`src/cbmd_pkg.sv`:
```
// ----------------------------------------------------------------------------
// cbmd_pkg
// Shared types and constants for the color/brightness mask with dilation.
// ----------------------------------------------------------------------------
package cbmd_pkg;

    localparam int DEF_MAX_WIDTH  = 2048;
    localparam int DEF_MAX_HEIGHT = 2048;

    localparam int CFG_IDX_W  = 3;
    localparam int CFG_DATA_W = 12;

    localparam logic [CFG_IDX_W-1:0] REG_TARGET_IS_BLUE = 3'd0;
    localparam logic [CFG_IDX_W-1:0] REG_COLOR_LEVEL    = 3'd1;
    localparam logic [CFG_IDX_W-1:0] REG_BRIGHT_LEVEL   = 3'd2;
    localparam logic [CFG_IDX_W-1:0] REG_FRAME_WIDTH    = 3'd3;
    localparam logic [CFG_IDX_W-1:0] REG_FRAME_HEIGHT   = 3'd4;

    localparam logic       RST_TARGET_IS_BLUE = 1'b0;
    localparam logic [7:0] RST_COLOR_LEVEL    = 8'd100;
    localparam logic [7:0] RST_BRIGHT_LEVEL   = 8'd100;
    localparam logic [11:0] RST_FRAME_WIDTH   = 12'd640;
    localparam logic [11:0] RST_FRAME_HEIGHT  = 12'd480;

    localparam int GRAY_W     = 22;
    localparam int GRAY_B     = 1868;
    localparam int GRAY_G     = 9617;
    localparam int GRAY_R     = 4899;
    localparam int GRAY_ROUND = 8192;
    localparam int GRAY_SHIFT = 14;

    localparam int WIN       = 5;
    localparam int HIST_ROWS = 4;

    typedef struct packed {
        logic       target_is_blue;
        logic [7:0] color_level;
        logic [7:0] bright_level;
    } thresh_t;

endpackage

```
`src/cbmd_classify.sv`:
```
// ----------------------------------------------------------------------------
// cbmd_classify
// Per-pixel test: saturated channel difference and weighted gray level,
// both against their thresholds.
// ----------------------------------------------------------------------------
module cbmd_classify (
    input  cbmd_pkg::thresh_t thresh,
    input  logic [7:0]        blue,
    input  logic [7:0]        green,
    input  logic [7:0]        red,
    output logic              hit
);
    import cbmd_pkg::*;

    logic [7:0]        diff;
    logic [GRAY_W-1:0] gray_sum;
    logic [7:0]        gray;

    always_comb begin
        if (thresh.target_is_blue) begin
            diff = (blue > red) ? blue - red : 8'd0;
        end else begin
            diff = (red > blue) ? red - blue : 8'd0;
        end
        gray_sum = GRAY_W'(blue) * GRAY_W'(GRAY_B)
                 + GRAY_W'(green) * GRAY_W'(GRAY_G)
                 + GRAY_W'(red) * GRAY_W'(GRAY_R)
                 + GRAY_W'(GRAY_ROUND);
        gray = gray_sum[GRAY_SHIFT +: 8];
        hit  = (diff > thresh.color_level) && (gray > thresh.bright_level);
    end

endmodule

```
`config.mk`:
```
export PLATFORM = sky130hd
export DESIGN_NAME = cbmd_classify
export DESIGN_NICKNAME = d
export VERILOG_FILES = /design/src/cbmd_pkg.sv /design/src/cbmd_classify.sv
export SDC_FILE = /design/constraint.sdc
export NUM_CORES = 1
export LEC_CHECK = 0
export BUFFER_PORTS_ARGS = -buffer_cell sky130_fd_sc_hd__buf_4
export CAP_MARGIN = 20
export CORE_MARGIN = 5
export CORE_UTILIZATION = 60
export DETAILED_ROUTE_END_ITERATION = 16
export PLACE_DENSITY = 0.9
export RECOVER_POWER = 100
export SLEW_MARGIN = 20
export SYNTH_ARGS = -nofsm -noshare
export SYNTH_HDL_FRONTEND = slang
export SYNTH_SLANG_ARGS = --single-unit
export TNS_END_PERCENT = 5
```
`constraint.sdc`:
```
create_clock -name vclk -period 11
set_input_delay 0.55 -clock vclk [all_inputs]
set_output_delay 0.55 -clock vclk [all_outputs]
set_load 0.02 [all_outputs]
```
======== Yosys cells after proc, flatten, opt, wreduce, memory -nomap -nowiden ========
Index checks and enable logic that the tools add are counted.
operators by class
  muxes and demuxes ....................... 3
  $lt $le $gt $ge ......................... 4
  add/sub/neg operators ................... 5
  multiply operators ...................... 3
  reduce and logical (&&, ||, !) cells .... 1
operators with widths
  kind                    count
  $gt 8x8->1              4
  $mux 8                  3
  $add 19x22->22          1
  $add 22x14->22 const B  1
  $add 22x21->22          1
  $mul 8x14->22 const B   1
  $mul 8x13->21 const B   1
  $mul 8x9->17 const B    1
  $sub 8x8->8             2
  $logic_and 1x1->1       1
word-level totals
  register bits after elaboration ......... 0
  input bits .............................. 41
  output and inout bits ................... 1
  logic and storage cells ................. 16

======== Logic depth before layout (Yosys ltp) ========
Gate-level depths: netlist of the first run.
  depth in word-level cells ............... 6
  gate-level depth with buffers ........... 34
  depth with buffers taken out ............ 34

======== Worst setup path before layout of the first run ========
Ideal clock, no wire load.
  path kind ............................... input to output
  start point ............................. input port blue[2]
  end point ............................... output port hit
  path buffers ............................ 0
  path slack .............................. 2.850 ns
  stages on the path ...................... 32
  arrival time ............................ 7.600 ns
  data required time ...................... 10.450 ns
  path through ............................ inv_1 -> fa_1 -> inv_1 -> ha_1 -> fa_1 -> inv_1 -> fa_1 -> inv_1 -> ha_1 -> nand2_1 -> o21ai_0 -> o21bai_1 -> nor2_1 -> xnor2_1 -> ha_1 -> fa_1 -> inv_1 -> fa_1 -> fa_1 -> inv_1 -> ha_1 -> a211oi_1 -> o22ai_1 -> a21oi_1 -> o41ai_1 -> xor2_1 -> ha_1 -> a21o_1 -> a21o_1 -> a21oi_1 -> o21ai_0 -> and3_1
on the way
  longest elaborated chain between the ends .. 6
  elaborated cells between the ends (all ways) .. 14
  classes of those cells .................. add/sub (5); mul (1); order compare (4); mux (3); reduce/logical (1)
RTL lines
  element              line                 source
  start, declared      cbmd_classify.sv:8   input logic [7:0] blue,
  $mul 8x9->17         cbmd_classify.sv:25  gray_sum = GRAY_W'(blue) * GRAY_W'(GRAY_B)
  $add 19x22->22       cbmd_classify.sv:26  + GRAY_W'(green) * GRAY_W'(GRAY_G)
  $add 22x21->22       cbmd_classify.sv:27  + GRAY_W'(red) * GRAY_W'(GRAY_R)
  $add 22x14->22       cbmd_classify.sv:28  + GRAY_W'(GRAY_ROUND);
  $gt 8x8->1           cbmd_classify.sv:30  hit = (diff > thresh.color_level) && (gray > thresh.bright_level);
  $logic_and 1x1->1 *  cbmd_classify.sv:30
  end, declared        cbmd_classify.sv:11  output logic hit
Mark *: on every way between the ends. The rest lies on a longest branch, timed or not.

======== Worst setup path after layout of the first run ========
Same ends and word-level chain as after synthesis.

==> results.yml, run 1 <==
yosys:
  syn_inst: 712
  syn_area_um2: 6160
  synth-seq-area-share_pct: 0
  synth.area.top_cells: "ha_1, fa_1, inv_1"
  synth_area_per_cell_um2: 8.65
  yosysTopAreaCell: "ha_1"
  syn_nets: 1017
  synth_cell_type_count: 37
  ys.warnings.count: 0
  yosysTopAreaCellShare_pct: 35.6
worst_hold_path:
  hold_path_class: "input port to output pin"
cts:
  postCtsHoldBufs: 0
  cts_resized: 0
  post_cts_buffers: 0
setup_path:
  required_ns: 10.45
  startpoint_type: "input port"
  path_delay_family: "adder cells"
  worstSetupPathType: "input port to output pin"
  critical_path_arrival_ns: 8.61
  end_kind: "output pin"
  critPathBufInv: 8
  worstPathMaxFanout: 6
  slowest_delay_ns: 0.60
  cpMaxStageDelayCell: "o41ai_1"
finish:
  design.seq.count: 0
  nNetsFinal: 1056
  final_cell_mix: "inv_1, ha_1, fa_1"
  final_common_cell: "inv_1"
  fill_cells: 826
  drive_gt1_share_pct: 6.28
  multi_input_area_um2: 5250
  clock_buffers: 0
  area_delta_synth_final_pct: 7.66
  seq_area_um2: 0
global_routing:
  grtUsageTotal_pct: 22.0
  grt_antenna_before_repair: 0
  grt_max_degree: 15
  grt_pass1_wl_um: 22800
  grt_pass1_vias: 5179
  gr-total-overflow: 0
timing:
  setup_tns_ns: 0
  worstMarginPinSlew_ns: 0.775
  finalCritPeriodShare_pct: 83.3
  rsz0062_at_grt: "no"
  setup_violations: 0
  slew_headroom_pct: 47.8
  max_freq_mhz: 109
  finalHoldViolCount: 0
  final_max_slew_viol_count: 0
  fin_crit_ns: 9.16
run_status:
  failed_checks: "antenna rules"
  run_status: "finished with violations"
routing:
  wl_per_cell_um: 14.7
  drc: 0
  first_pass_iters: 4
  dr_total_vias: 4753
  dr.first_iter.drc_count: 180
  ant_nets: 1
  wl_um: 13100
  via_per_inst: 5.34
floorplan:
  dieArea_um2: 12400
  start_util_pct: 60.5
  rows: 37
  die-width_um: 111
  core_area_um2: 10200
  io_pins: 42
  dieHeight_um: 111
placement:
  hpwl_um: 12200
  port_buffers: 42
  gp_congestion: 0.913
job:
  cap_violations: 0
[per-layer routing]
metal | vias to the layer above | track usage (%) | wire, µm | share of wire, %
met4 | 0 | 6.33 | 363 | 2.8
li1 | 2348 | - | - | -
met3 | 31 | 1.69 | 643 | 4.9
met2 | 119 | 40.1 | 6710 | 51
met1 | 2255 | 27.9 | 5330 | 41
met5 | - | 0 | 0 | 0
[worst min-delay path: cells and delay by family]
kind / cells / cell delay (ns)
buffers and inverters: 3 / 0.30
adder cells (fa/ha/maj): 1 / 0.14
AO/OA/AOI/OAI: 2 / 0.13
AND/OR/NAND/NOR: 1 / 0.17
[final cells by class]
| class | count | share of cell area, % |
|---|---|---|
| diodes | 5 | 0.189 |
| inverters | 237 | 13.4 |
| multi-input cells | 470 | 79.1 |
| well taps | 136 | 2.57 |
| repair buffers | 42 | 4.70 |
[synth_stat cells (all sizes together), types with 2 or more instances]
cell type / n
inv: 237
nand3: 10
o21ai: 16
nor2b: 6
fa: 89
a21oi: 35
nand4: 9
o311a: 2
clkbuf: 2
xor2: 8
nand2: 14
or2: 4
nor3: 7
o21bai: 4
a221oi: 6
a31oi: 6
o22ai: 3
a21o: 16
ha: 175
o41ai: 4
a22oi: 3
a211oi: 4
nand2b: 6
buf: 3
and3: 2
nor2: 18
xnor2: 16
[cells by family after synthesis]
group | share of synthesized area (%)
fa+ha+maj | 64.5
buf+inv | 14.8
compound gates | 10.8
simple gates | 6.44
xor+xnor | 3.41
[per-stage QoR]
stage                     hold slack [ns]  area, µm²  utilization (%)  worst slack [ns]  cells
after floorplan                      1.58       6160                -              2.85    712
after global placement               1.80       6620             65.0              2.18    885
after detailed placement             1.83       6620             65.0              2.00    885
after CTS                            1.84       6620             65.0              1.99    885
after global routing                 1.90       6620             65.0              1.31    885
final                                1.83       6630             65.1              1.84    890
[path summary, 6_finish.rpt]
check                      from  end  cells after the start
worst max-delay path    blue[2]  hit                     32
worst min-delay path  thresh[7]  hit                      7
==> run 2, diff against run 1 <==
--- a/config.mk
+++ b/config.mk
@@ -8,9 +8,9 @@
 export BUFFER_PORTS_ARGS = -buffer_cell sky130_fd_sc_hd__buf_4
 export CAP_MARGIN = 20
 export CORE_MARGIN = 5
-export CORE_UTILIZATION = 60
+export CORE_UTILIZATION = 59
 export DETAILED_ROUTE_END_ITERATION = 16
-export PLACE_DENSITY = 0.9
+export PLACE_DENSITY = 0.92
 export RECOVER_POWER = 100
 export SLEW_MARGIN = 20
 export SYNTH_ARGS = -nofsm -noshare
==> constraint.sdc (replaced) <==
create_clock -name vclk -period 7.8
set_input_delay 0.39 -clock vclk [all_inputs]
set_output_delay 0.39 -clock vclk [all_outputs]
set_load 0.02 [all_outputs]
==> results.yml, run 2 (synthesis results as in run 1) <==
finish:
  seq_area_um2: 0
  nNetsFinal: 1113
  drive_gt1_share_pct: 20.7
  final_common_cell: "inv_1"
  utilization_pct: 73.3
  num_antenna_cells: 0
  area_delta_synth_final_pct: 21.7
  clock_buffers: 0
  design.seq.count: 0
  final_cell_mix: "inv_1, ha_1, buf_4"
floorplan:
  core_area_um2: 10200
  die-width_um: 112
  dieHeight_um: 112
  rows: 37
  dieArea_um2: 12600
  start_util_pct: 60.2
  io_pins: 42
global_routing:
  grt_antenna_before_repair: 0
  grt_pass1_vias: 6112
  grtUsageTotal_pct: 28.9
  grt_pass1_wl_um: 29400
  gr-total-overflow: 0
  grt_max_degree: 15
setup_path:
  slowest_delay_ns: 0.55
  path_delay_family: "adder cells"
  end_kind: "output pin"
  required_ns: 7.41
  crit_path_frequent_cell: "fa_1"
  startpoint_type: "input port"
  worstPathMaxFanout: 3
  worstSetupPathType: "input port to output pin"
  critPathCapture: "hit"
  startpoint: "blue[5]"
  critical_path_arrival_ns: 8.08
  cpMaxStageDelayCell: "fa_1"
  critPathBufInv: 7
  path_depth: 33
routing:
  first_pass_iters: 8
  ant_nets: 0
  wl_per_cell_um: 22.5
  dr.first_iter.drc_count: 522
  wl_um: 21200
  dr_total_vias: 5727
  via_per_inst: 6.08
  drc: 0
placement:
  hpwl_um: 14100
  port_buffers: 42
  gp_congestion: 0.903
  pre_cts_ws_ns: -0.740
timing:
  whs_ns: 1.46
  worstMarginPinSlew_ns: 0.651
  setup_tns_ns: -0.675
  max_freq_mhz: 118
  rsz0062_at_grt: "yes"
  setup_slack_ns: -0.675
  fin_crit_ns: 8.47
  finalHoldViolCount: 0
  slew_headroom_pct: 56.1
  setup_violations: 1
  finalCritPeriodShare_pct: 109
  final_max_slew_viol_count: 0
job:
  cap_violations: 0
worst_hold_path:
  hold_start: "thresh[7]"
  hold_path_class: "input port to output pin"
cts:
  postCtsHoldBufs: 0
run_status:
  run_status: "finished with violations"
  failed_checks: "setup timing"
[run 2: cell count changes in the layout (fill, tap and decap cells not counted), moves of 5 or more]
cell     before  now
buf_6         0    5
a21oi_2       0    8
diode_2       5    0
inv_1       237  225
buf_4        41   93
a21oi_1      35   23
ha_1        175  158
ha_4          0   16
inv_2         0   11
[run 2: worst min path at each step]
stage	endpoint	cells past startpoint
after floorplan	hit	5
final	hit	7
after global placement	hit	7
after detailed placement	hit	7
after global routing	hit	7
after CTS	hit	7
[run 2: area by class of cell]
class                           instances  area [µm²]
Multi-Input combinational cell        470        5670
Fill cell                             665        2730
Timing Repair Buffer                   99         769
Tap cell                              136         170
Inverter                              237         892
[run 2: layer usage]
layer / vias up / wire (µm) / track usage [%]
met2: 425 / 9900 / 51.6
met3: 208 / 2020 / 4.96
li1: 2452 / - / -
met1: 2642 / 6940 / 31.3
met4: 0 / 2380 / 19.2
met5: - / 0 / 0
[run 2: per-stage QoR]
step,instances,area [µm²]
after floorplan,712,6160
after global placement,933,6980
after detailed placement,933,6980
after CTS,938,7330
after global routing,942,7500
final,942,7500
[run 2: repair_timing]
| action | CTS | global route |
|---|---|---|
| buffers inserted | 5 | 4 |
| setup endpoints to repair | 1 | 1 |
| pin swaps | 48 | 31 |
| gates resized for setup | 59 | 26 |
[run 2: tightest hold or removal path: stages]
cell and delay, ns:
buf_4 0.11, inv_1 0.05, ha_1 0.15, a21oi_2 0.04, o21ai_2 0.06, and3_1 0.16, buf_6 0.12
Power of run 2 is not shown: default switching activity piles up to over one toggle a cycle in this logic, so the estimate is an artifact.
==> run 3, diff against run 2 <==
--- a/config.mk
+++ b/config.mk
@@ -11,7 +11,8 @@
 export CORE_UTILIZATION = 59
 export DETAILED_ROUTE_END_ITERATION = 16
 export PLACE_DENSITY = 0.92
-export RECOVER_POWER = 100
+export RECOVER_POWER = 50
+export REMOVE_ABC_BUFFERS = 1
 export SLEW_MARGIN = 20
 export SYNTH_ARGS = -nofsm -noshare
 export SYNTH_HDL_FRONTEND = slang
==> results.yml, run 3 (synthesis results as in run 1) <==
global_routing:
  grt_max_degree: 15
  grt_pass1_wl_um: 30800
  grtUsageTotal_pct: 30.4
  grt_antenna_before_repair: 0
  grt_pass1_vias: 6271
  gr-total-overflow: 0
worst_hold_path:
  hold_path_class: "input port to output pin"
placement:
  gp_congestion: 0.927
  port_buffers: 42
  hpwl_um: 14200
  place_area_um2: 7000
timing:
  fin_crit_ns: 8.32
  max_freq_mhz: 120
  setup_slack_ns: -0.524
  finalCritPeriodShare_pct: 107
  setup_violations: 1
  final_max_slew_viol_count: 0
  finalHoldViolCount: 0
  worstMarginPinSlew_ns: 0.752
  whs_ns: 1.47
  setup_tns_ns: -0.524
  slew_headroom_pct: 49.3
  rsz0062_at_grt: "yes"
floorplan:
  die-width_um: 112
  start_util_pct: 60.2
  core_area_um2: 10200
  dieArea_um2: 12600
  io_pins: 42
  rows: 37
  dieHeight_um: 112
setup_path:
  cpMaxStageDelayCell: "fa_1"
  worstSetupPathType: "input port to output pin"
  end_kind: "output pin"
  worstPathMaxFanout: 6
  required_ns: 7.41
  startpoint_type: "input port"
  slowest_delay_ns: 0.60
  critical_path_arrival_ns: 7.93
finish:
  seq_area_um2: 0
  final_common_cell: "inv_1"
  clock_buffers: 0
  nNetsFinal: 1122
  utilization_pct: 75.0
  final_area_um2: 7680
  num_antenna_cells: 0
  drive_gt1_share_pct: 23.7
  final_cell_mix: "inv_1, ha_1, buf_4"
  design.seq.count: 0
  area_delta_synth_final_pct: 24.6
routing:
  wl_um: 21500
  via_per_inst: 6.21
  dr.first_iter.drc_count: 606
  drc: 0
  first_pass_iters: 7
  dr_total_vias: 5908
  wl_per_cell_um: 22.7
  ant_nets: 0
job:
  cap_violations: 0
run_status:
  run_status: "finished with violations"
  failed_checks: "setup timing"
## run 3: per-layer routing
layer  track usage (%)  up-vias  wire length [µm]
li1                  -     2468                 -
met1              31.9     2739              6980
met2              53.5      493             10100
met3              5.71      208              2000
met4              22.9        0              2440
met5                 0        -                 0
## run 3: per-stage QoR
stage          std cells  setup WS [ns]
2_1_floorplan        707        -0.0295
3_3_place_gp         936         -0.484
3_5_place_dp         936         -0.770
4_1_cts              942        -0.0419
5_1_grt              951         -0.671
6_report             951         -0.524
## run 3: area by class of cell
type                            count  area (µm²)
Inverter                          237         895
Fill cell                         605        2550
Multi-Input combinational cell    470        5770
Tap cell                          136         170
Timing Repair Buffer              108         845
## run 3: worst max-delay path: cells and delay by family
kind,cells,cell delay (ns)
compound gates,11,1.72
simple gates,3,0.81
fa+ha+maj,9,3.56
buf+inv,10,1.15
xor+xnor,2,0.29
## run 3: worst paths after layout
check	start	to	slack [ns]	cells after the start
worst max-delay path	blue[7]	hit	-0.52	35
worst min-delay path	thresh[7]	hit	1.47	7
## run 3: what timing repair did
| item | CTS | global route |
|---|---|---|
| setup buffers | 7 | 9 |
| pin swaps | 76 | 55 |
| setup endpoints to repair | 1 | 1 |
| resized for setup | 73 | 32 |
| hold buffers | 0 | 0 |
Power of run 3 is left out for the same reason.
